### src/ltl_pkg.sv
// ----------------------------------------------------------------------------
// ltl_pkg
// shared constants and types of the four-state row stepper
// ----------------------------------------------------------------------------
package ltl_pkg;
	localparam int ROW_CELLS = 64;
	localparam int CNT_W = 5;
	localparam int CS_W = 3;
	localparam int FIFO_DEPTH = 4;
	localparam int FIFO_AW = 2;

	typedef logic [ROW_CELLS-1:0] row_t;
	typedef logic [CNT_W-1:0] cnt_t;

	typedef enum logic [1:0] {
		REG_BORN_MIN    = 2'd0,
		REG_BORN_MAX    = 2'd1,
		REG_SURVIVE_MIN = 2'd2,
		REG_SURVIVE_MAX = 2'd3
	} reg_idx_t;

	// one window of five rows handed from front to back
	typedef struct packed {
		row_t a0;
		row_t a1;
		row_t a2;
		row_t a3;
		row_t a4;
		row_t ch;
		row_t cl;
	} win_t;

	typedef struct packed {
		cnt_t born_min;
		cnt_t born_max;
		cnt_t survive_min;
		cnt_t survive_max;
	} thr_t;
endpackage

### src/ltl_front.sv
// ----------------------------------------------------------------------------
// ltl_front
// row history and window forming; flags windows that give a result
// ----------------------------------------------------------------------------
module ltl_front (
	input  logic          clk,
	input  logic          arst_n,
	input  logic          take,
	input  logic          frame_start,
	input  ltl_pkg::row_t plane_high,
	input  ltl_pkg::row_t plane_low,
	output logic          win_valid,
	output ltl_pkg::win_t win
);
	import ltl_pkg::*;

	row_t hi_q [4];
	row_t lo_q [4];
	logic [2:0] filled_q;

	// a window exists once four rows sit in the history
	assign win_valid = take && !frame_start && (filled_q >= 3'd4);
	assign win.a0 = hi_q[0] & lo_q[0];
	assign win.a1 = hi_q[1] & lo_q[1];
	assign win.a2 = hi_q[2] & lo_q[2];
	assign win.a3 = hi_q[3] & lo_q[3];
	assign win.a4 = plane_high & plane_low;
	assign win.ch = hi_q[2];
	assign win.cl = lo_q[2];

	// history shift and fill count
	always_ff @(posedge clk or negedge arst_n) begin
		if (!arst_n) begin
			filled_q <= '0;
			for (int i = 0; i < 4; i++) begin
				hi_q[i] <= '0;
				lo_q[i] <= '0;
			end
		end else if (take) begin
			for (int i = 0; i < 3; i++) begin
				hi_q[i] <= hi_q[i+1];
				lo_q[i] <= lo_q[i+1];
			end
			hi_q[3] <= plane_high;
			lo_q[3] <= plane_low;
			if (frame_start) filled_q <= 3'd1;
			else if (filled_q < 3'd4) filled_q <= filled_q + 3'd1;
		end
	end
endmodule

### src/ltl_back.sv
// ----------------------------------------------------------------------------
// ltl_back
// per-cell adult count and next-state rule over one window
// ----------------------------------------------------------------------------
module ltl_back (
	input  logic          clk,
	input  logic          arst_n,
	input  logic          in_valid,
	input  ltl_pkg::win_t win,
	input  ltl_pkg::thr_t thr,
	output logic [1:0]    inflight,
	output logic          out_valid,
	output ltl_pkg::row_t out_high,
	output ltl_pkg::row_t out_low
);
	import ltl_pkg::*;

	// stage 1: per-column sums of the five rows
	logic [CS_W-1:0] col_sum_s1 [ROW_CELLS];
	row_t ch_s1, cl_s1;
	logic v_s1, v_s2;
	row_t nh_s2, nl_s2;

	always_ff @(posedge clk or negedge arst_n) begin
		if (!arst_n) begin
			v_s1 <= 1'b0;
			v_s2 <= 1'b0;
		end else begin
			v_s1 <= in_valid;
			v_s2 <= v_s1;
		end
	end

	always_ff @(posedge clk) begin
		for (int c = 0; c < ROW_CELLS; c++) begin
			col_sum_s1[c] <= CS_W'(win.a0[c]) + CS_W'(win.a1[c]) + CS_W'(win.a2[c])
				+ CS_W'(win.a3[c]) + CS_W'(win.a4[c]);
		end
		ch_s1 <= win.ch;
		cl_s1 <= win.cl;
	end

	// stage 2: wrapped horizontal sum and state rule
	always_ff @(posedge clk) begin
		for (int c = 0; c < ROW_CELLS; c++) begin
			logic [CNT_W-1:0] cnt;
			logic h, l;
			cnt = CNT_W'(col_sum_s1[(c+ROW_CELLS-2)%ROW_CELLS])
				+ CNT_W'(col_sum_s1[(c+ROW_CELLS-1)%ROW_CELLS])
				+ CNT_W'(col_sum_s1[c])
				+ CNT_W'(col_sum_s1[(c+1)%ROW_CELLS])
				+ CNT_W'(col_sum_s1[(c+2)%ROW_CELLS]);
			h = ch_s1[c];
			l = cl_s1[c];
			cnt = cnt - CNT_W'(h & l);
			case ({h, l})
				2'b00: begin
					nh_s2[c] <= 1'b0;
					nl_s2[c] <= (cnt >= thr.born_min) && (cnt <= thr.born_max);
				end
				2'b01: begin
					nh_s2[c] <= 1'b1;
					nl_s2[c] <= 1'b0;
				end
				2'b10: begin
					nh_s2[c] <= 1'b1;
					nl_s2[c] <= 1'b1;
				end
				default: begin
					nh_s2[c] <= (cnt >= thr.survive_min) && (cnt <= thr.survive_max);
					nl_s2[c] <= (cnt >= thr.survive_min) && (cnt <= thr.survive_max);
				end
			endcase
		end
	end

	// result words still in the two stages
	assign inflight = 2'(v_s1) + 2'(v_s2);
	assign out_valid = v_s2;
	assign out_high = nh_s2;
	assign out_low = nl_s2;
endmodule

### src/ltl_fifo.sv
// ----------------------------------------------------------------------------
// ltl_fifo
// result word queue with a count for flow control
// ----------------------------------------------------------------------------
module ltl_fifo (
	input  logic          clk,
	input  logic          arst_n,
	input  logic          wr,
	input  ltl_pkg::row_t wr_high,
	input  ltl_pkg::row_t wr_low,
	input  logic          rd,
	output logic          empty,
	output logic [2:0]    count,
	output ltl_pkg::row_t rd_high,
	output ltl_pkg::row_t rd_low
);
	import ltl_pkg::*;

	row_t mh_q [FIFO_DEPTH];
	row_t ml_q [FIFO_DEPTH];
	logic [FIFO_AW-1:0] wp_q, rp_q;
	logic [2:0] cnt_q;

	assign empty = (cnt_q == 3'd0);
	assign count = cnt_q;
	assign rd_high = mh_q[rp_q];
	assign rd_low = ml_q[rp_q];

	always_ff @(posedge clk) begin
		if (wr) begin
			mh_q[wp_q] <= wr_high;
			ml_q[wp_q] <= wr_low;
		end
	end

	// pointers and fill count
	always_ff @(posedge clk or negedge arst_n) begin
		if (!arst_n) begin
			wp_q <= '0;
			rp_q <= '0;
			cnt_q <= '0;
		end else begin
			if (wr) wp_q <= wp_q + 1'b1;
			if (rd) rp_q <= rp_q + 1'b1;
			cnt_q <= cnt_q + 3'(wr) - 3'(rd);
		end
	end
endmodule

### src/ltl_four_state_ca_row_step.sv
// ----------------------------------------------------------------------------
// ltl_four_state_ca_row_step
// range-2 four-state larger-than-life row stepper
// ----------------------------------------------------------------------------
// One row word per cycle enters while full is low. A row that completes a
// five-row window gives the result word for the row two back, which goes
// through the two compute stages and then waits in a four-entry queue; full
// rises when queued words plus the words in the two compute stages reach
// four, so the sustained rate is one row per cycle while pop keeps up, and
// a held pop stalls the input once four words are pending.
module ltl_four_state_ca_row_step (
	input  logic          clk,
	input  logic          arst_n,
	input  logic          push,
	output logic          full,
	input  logic          frame_start,
	input  ltl_pkg::row_t plane_high,
	input  ltl_pkg::row_t plane_low,
	output logic          empty,
	input  logic          pop,
	output ltl_pkg::row_t next_high,
	output ltl_pkg::row_t next_low,
	input  logic          cfg_we,
	input  logic [1:0]    cfg_index,
	input  logic [4:0]    cfg_data
);
	import ltl_pkg::*;

	thr_t thr_q;
	logic take, win_valid, res_valid, rd;
	logic [1:0] inflight;
	win_t win;
	row_t res_h, res_l;
	logic [2:0] q_cnt;
	logic [2:0] pend;

	// results in flight plus queued must not exceed queue depth
	assign pend = q_cnt + 3'(inflight);
	assign full = (pend >= 3'(FIFO_DEPTH));
	assign take = push && !full;
	assign rd = pop && !empty;

	// threshold registers
	always_ff @(posedge clk or negedge arst_n) begin
		if (!arst_n) begin
			thr_q.born_min <= 5'd3;
			thr_q.born_max <= 5'd5;
			thr_q.survive_min <= 5'd4;
			thr_q.survive_max <= 5'd9;
		end else if (cfg_we) begin
			case (reg_idx_t'(cfg_index))
				REG_BORN_MIN:    thr_q.born_min <= cfg_data;
				REG_BORN_MAX:    thr_q.born_max <= cfg_data;
				REG_SURVIVE_MIN: thr_q.survive_min <= cfg_data;
				default:         thr_q.survive_max <= cfg_data;
			endcase
		end
	end

	ltl_front u_front (
		.clk(clk), .arst_n(arst_n), .take(take), .frame_start(frame_start),
		.plane_high(plane_high), .plane_low(plane_low),
		.win_valid(win_valid), .win(win)
	);

	ltl_back u_back (
		.clk(clk), .arst_n(arst_n), .in_valid(win_valid), .win(win), .thr(thr_q),
		.inflight(inflight), .out_valid(res_valid), .out_high(res_h), .out_low(res_l)
	);

	ltl_fifo u_fifo (
		.clk(clk), .arst_n(arst_n), .wr(res_valid), .wr_high(res_h), .wr_low(res_l),
		.rd(rd), .empty(empty), .count(q_cnt), .rd_high(next_high), .rd_low(next_low)
	);
endmodule

### config.mk
export PLATFORM = sky130hd
export DESIGN_NAME = ltl_four_state_ca_row_step
export DESIGN_NICKNAME = d
export VERILOG_FILES = /design/src/ltl_pkg.sv /design/src/ltl_front.sv /design/src/ltl_back.sv /design/src/ltl_fifo.sv /design/src/ltl_four_state_ca_row_step.sv
export SDC_FILE = /design/constraint.sdc
export NUM_CORES = 2
export LEC_CHECK = 0
export BUFFER_PORTS_ARGS = -buffer_cell sky130_fd_sc_hd__buf_2
export CELL_PAD_IN_SITES_DETAIL_PLACEMENT = 1
export CELL_PAD_IN_SITES_GLOBAL_PLACEMENT = 1
export CORE_MARGIN = 2
export CORE_UTILIZATION = 35
export CTS_BUF_LIST = sky130_fd_sc_hd__clkbuf_4 sky130_fd_sc_hd__clkbuf_8
export CTS_CLUSTER_SIZE = 25
export DETAILED_ROUTE_END_ITERATION = 6
export GPL_TIMING_DRIVEN = 1
export PLACE_DENSITY_LB_ADDON = 0.1
export SLEW_MARGIN = 10
export SYNTH_ARGS = -nofsm -noshare
export SYNTH_HDL_FRONTEND = slang
export SYNTH_SLANG_ARGS = --single-unit
export TNS_END_PERCENT = 100
### constraint.sdc
create_clock -name clk -period 8.5 [get_ports clk]
set_clock_uncertainty 0.15 [all_clocks]
set_input_delay 2.55 -clock clk [delete_from_list [all_inputs] [get_ports clk]]
set_output_delay 2.55 -clock clk [all_outputs]
set_load 0.02 [all_outputs]
* After elaboration in Yosys (flattened, before gate mapping) *
Memory sizes are Yosys's and may differ from the RTL's.
Cells that the tools add are included.

word-level totals
  memory bits (writable) = 704
  bits of input ports = 141
  register bits = 800
  memories = 3
  output and inout port bits = 130
  word-level logic and storage cells = 1471

memory list
  memory             depth  width  rd ports  clocked after memory_dff  write ports  line            text
  u_fifo.mh_q        4      64     1         0                         1            ltl_fifo.sv:19  row_t mh_q [FIFO_DEPTH];
  u_fifo.ml_q        4      64     1         0                         1            ltl_fifo.sv:20  row_t ml_q [FIFO_DEPTH];
  u_back.col_sum_s1  64     3      64        0                         64           ltl_back.sv:19  logic [CS_W-1:0] col_sum_s1 [ROW_CELLS];

cells by class
  $add $sub $neg = 583
  muxes and demuxes = 132
  $lt $le $gt $ge = 259
  bitwise operators = 70
  eq/ne operators = 130
  reductions and logical operators = 272

operator list
  kind                   count
  $add A5 B3 Y5          192
  $ge A5 B5 Y1           128
  $le A5 B5 Y1           128
  $add A3 B1 Y3          193
  $and A64 B64 Y64       5
  $sub A5 B5 Y5          64
  $add A3 B3 Y4          64
  $pmux W1 S3            64
  $logic_and A1 B1 Y1    132
  $add A1 B1 Y2          65
  $eq A2 B1 Y1 const B   65
  $eq A2 B2 Y1 const B   65
  $logic_not A2 Y1       65
  $pmux W1 S2            64
  $reduce_or A2 Y1       64
  $and A1 B1 Y1          64
  $reduce_and A2 Y1      5
  $ge A3 B3 Y1 const B   2
  $mux W3                2
  $add A2 B1 Y2 const B  2
  $add A3 B1 Y3 const B  1
  $add A3 B2 Y3          1
  $logic_not A1 Y1       3
  $logic_not A3 Y1       1
  6 further kinds        7

* Depth between registers and ports, before layout *
An unclocked memory read counts as a cell.

  depth after elaboration = 9
  gate-level depth with buffers = 19
  mapped depth without buffers = 19

* Cells and area by module *
Synthesis repeated with hierarchy kept, for this count alone.

second synthesis, totals
  cells, all modules = 8553
  area total of the unflattened synthesis = 106163.1 µm²

modules (own cells, without submodules)
  module                      times used  area an instance (µm²)  cells an instance
  ltl_back                    1           64136.5                 6253
  ltl_front                   1           22347.7                 1546
  ltl_fifo                    1           18850.6                 702
  ltl_four_state_ca_row_step  1           828.3                   52

* Worst setup path after synthesis *
No wires, ideal clock.

  path type = flip-flop to flip-flop
  start = mem u_back.col_sum_s1[52][0], in the netlist u_back.col_sum_s1[1][60]
  end = reg u_back.nl_s2[54], in the netlist u_back.out_low[54]
  setup time = 0.083 ns
  path slack = 3.736 ns
  clock period less this slack = 4.764 ns
  arrival time = 4.531 ns
  cell stages (with the launch flop) = 20
  buffers on the path = 0
  path through = dfxtp_1 > ha_1 > fa_1 > xnor2_1 > ha_1 > inv_1 > fa_1 > inv_1 > fa_1 > inv_1 > ha_1 > a21o_1 > a21oi_1 > xnor2_1 > ha_1 > nand3_1 > o21ai_0 > a21oi_1 > or3b_2 > o221ai_1

RTL lines
  element                         line            text
  start: declaration              ltl_back.sv:19
  end signal: indexed assignment  ltl_back.sv:59  nl_s2[c] <= (cnt >= thr.born_min) && (cnt <= thr.born_max);
  end signal: indexed assignment  ltl_back.sv:71  nl_s2[c] <= (cnt >= thr.survive_min) && (cnt <= thr.survive_max);
  end: declaration                ltl_back.sv:22  row_t nh_s2, nl_s2;

* Final worst setup path *
  start = reg u_fifo.rp_q[0]
  end = out next_high[53]

on the way
  word-level cells in the longest chain between the ends = 1

ends and longest elaborated chain
  element                   line                              text
  start: declaration        ltl_fifo.sv:21                    logic [FIFO_AW-1:0] wp_q, rp_q;
  start signal: assignment  ltl_fifo.sv:44                    if (rd) rp_q <= rp_q + 1'b1;
  $mem_v2 Z4 W64            n/a
  end: declaration          ltl_four_state_ca_row_step.sv:21  output ltl_pkg::row_t next_high,

Every way passes these cells.

==> results.yml <==
status:
  status: "finished, final reports clean"
global_route:
  grt_start_max_net_pins: 154
  track_usage_pct: 20.66
  grt_pass1_wl_mm: 531.7
  overflow: 0
  antenna_found_initial: 14
  grt_pass1_vias: 89170
placed_design:
  place_area_um2: 121500
  globalplace.congestion: 0.8035
  port_buffers: 270
  place_hpwl_mm: 253.3
logic_synthesis:
  synth.distinct_cells: 51
  syn-num-nets: 14230
  synthMostInstantiatedCell: "ha_1"
  synth_top_area_share_pct: 26.57
  synth_common_cells: "ha_1 (2440), inv_1 (1992), nand2_1 (1758)"
  ys_ff_latch: 1504
  async_flop_share_pct: 36.17
  syn_area_um2: 114900
  synth.area.top_cells: "ha_1 (27%), edfxtp_1 (13%), dfrtp_1 (12%)"
  yosysTopAreaCell: "ha_1"
  syn_area_per_cell_um2: 10.38
  syn_inst: 11070
  seq_area_frac_synth_pct: 33.04
  synth_flop_cell: "dfrtp_1"
  synth-edff-count: 512
  synth_warnings: 0
critical_path:
  required_ns: 5.80
  crit_path_cell_trace: "buf_4 -> mux4_2 -> buf_2"
  reg2reg_to: "u_back.out_low[3]"
  critical_path.max_fanout: 32
  slowest_stage: "dfrtp_4"
  worst_setup_path_end_kind: "primary output"
  crit_buf_inv: 2
  r2r_setup_slack_ns: 2.96
  start_kind: "flip-flop"
  r2r_cells: 19
  path_class: "reg2out"
  worst_path_dominant_cell_family: "flip-flops"
  cp.arrival_ns: 3.59
  critPathMaxStageDelay_ns: 0.97
  reg2reg_from: "u_back.col_sum_s1[0][3]"
worst_hold_path:
  hp-start: "u_front.win[6]"
  whs_path_depth: 0
  hold-path-endpoint: "u_back.cl_s1[6]"
  hold_class: "reg2reg"
clock_tree:
  clkTransAtPathRegs_ns: 0.06
  clock_path_buffers: 4
  ctsHoldBuffers: 0
  clk_latency_ns: 1.07
  postCtsSetupRepairBufs: 0
  cts_tree: "built"
  cts_inserted_buffers: 292
  cts_root_buffer: "clkbuf_8"
  clock-sinks: 1504
  cts_resized: 0
  htree_levels: 5
timing:
  max_freq_mhz: 159.0
  hold_viol: 0
  fin_tns_setup_ns: 0
  rsz0062_at_grt: "false"
  slew_viol_final: 0
  hold_slack_ns: 0.2240
  fin_crit_ns: 6.291
  period_share_pct: 74.02
  slew_headroom_pct: 27.43
  setup_violations: 0
  tightest_slew_ns: 1.089
die:
  dieArea_um2: 332900
  die_x_um: 577.0
  die_h_um: 577.0
  pin_count: 271
  core-area_um2: 327100
  start_util_pct: 35.13
  rows: 210
route:
  avgViaCountPerCell: 4.904
  drc_errors: 0
  dr.pass1.iters: 5
  wl_mm: 340.4
  wl_per_cell_um: 21.05
  vias: 79280
  detail_route.iter0.violations: 2723
  final_antenna_net_count: 0
final_layout:
  final_design_area_no_fill_um2: 128100
  n_fill_cell: 36370
  finalNetCount: 14720
  post_route_cells_drive_above_1_share_pct: 8.879
  area_growth_pct: 11.51
run:
  cap_violations: 0
state kept, by name, summed over array words and instances (netlist names):
| register | count |
|---|---|
| u_back.cl_s1 | 64 |
| u_front.filled_q | 3 |
| u_fifo.wp_q | 2 |
| u_back.out_valid | 1 |
| u_back.ch_s1 | 64 |
| u_fifo.count | 3 |
| u_back.v_s1 | 1 |
| u_fifo.ml_q | 256 |
| u_back.out_low | 64 |
| u_front.hi_q | 192 |
| u_back.out_high | 64 |
| thr_q | 20 |
| u_back.col_sum_s1 | 192 |
| u_fifo.rp_q | 2 |
| u_fifo.mh_q | 256 |
| u_front.lo_q | 192 |
| u_front.win | 128 |
routing by layer:
| layer | track usage (%) | routed length, µm | vias to the layer above |
|---|---|---|---|
| met5 | 0 | 37 | - |
| met3 | 2.061 | 7899 | 499 |
| li1 | - | - | 38040 |
| met1 | 27.47 | 160400 | 39880 |
| met4 | 5.926 | 9715 | 6 |
| met2 | 35.50 | 162400 | 860 |
stage by stage:
step | util (%) | worst slack (ns) | cells
after floorplan | - | 3.736 | 11070
final | 39.17 | 2.209 | 16170
after global routing | 39.17 | 1.903 | 16160
after detailed placement | 37.15 | 2.968 | 15620
after global placement | 37.15 | 3.029 | 15620
after CTS | 39.17 | 1.921 | 16160
cell type report:
type	instances	area, µm²	share of cell area [%]
Inverter	1992	7497	5.851
Timing Repair Buffer	347	2102	1.640
Clock inverter	118	1318	1.028
Tap cell	4346	5438	4.244
Multi-Input combinational cell	7429	68490	53.45
Clock buffer	425	5293	4.130
Antenna cell	5	12.51	0.009764
Sequential cell	1504	37990	29.65
placed cells by master (no fill, tap or decap), drive strengths merged, types with 19 or more instances in the layout:
| cell type | synthesis | routed |
|---|---|---|
| nor3 | 38 | 38 |
| nand4 | 94 | 94 |
| inv | 1992 | 1996 |
| and4 | 34 | 34 |
| nor3b | 27 | 27 |
| nand2 | 1758 | 1758 |
| ha | 2440 | 2440 |
| mux2i | 83 | 83 |
| buf | 137 | 347 |
| a211oi | 86 | 86 |
| nor2b | 146 | 146 |
| o211ai | 87 | 87 |
| a311o | 36 | 36 |
| nor2 | 141 | 141 |
| bufinv | 0 | 22 |
| a22oi | 19 | 19 |
| and2 | 197 | 197 |
| clkbuf | 6 | 425 |
| xor2 | 66 | 66 |
| a211o | 51 | 51 |
| xnor2 | 195 | 195 |
| o21ai | 196 | 196 |
| nand3 | 37 | 37 |
| clkinv | 0 | 81 |
| mux4 | 128 | 128 |
| nand2b | 75 | 75 |
| a21o | 258 | 258 |
| dfrtp | 537 | 537 |
| o2111ai | 60 | 60 |
| o21a | 40 | 40 |
| a21oi | 454 | 454 |
| fa | 577 | 577 |
| dfxtp | 448 | 448 |
| edfxtp | 512 | 512 |
how the worst max path moves through the flow:
stage | startpoint | end | slack, ns | depth (start not counted)
finish | u_fifo.rp_q[0] | next_high[53] | 2.21 | 3
global route | u_fifo.rp_q[0] | next_high[53] | 1.90 | 3
CTS | u_fifo.rp_q[0] | next_low[51] | 1.92 | 3
detailed placement | u_back.col_sum_s1[0][0] | u_back.out_low[1] | 2.97 | 19
global placement | u_back.col_sum_s1[0][3] | u_back.out_low[3] | 3.03 | 19
floorplan | u_back.col_sum_s1[1][60] | u_back.out_low[54] | 3.74 | 19
cells by family (layout without fill, tap and decap cells):
family,Yosys count,in the layout,synth area share (%)
AOI/OAI and AO/OA,1366,1366,7.750
xor gates and xnor gates,261,261,1.989
adders and majority gates,3017,3017,36.62
buffers and inverters,2135,2882,7.386
DFF,1504,1504,33.04
muxes,227,227,3.388
other,0,5,0
and+or+nand+nor,2558,2558,9.834
Power is left out: the tool's default activity adds up to more than one toggle a clock period on the data nets, which glitch-free logic cannot reach.
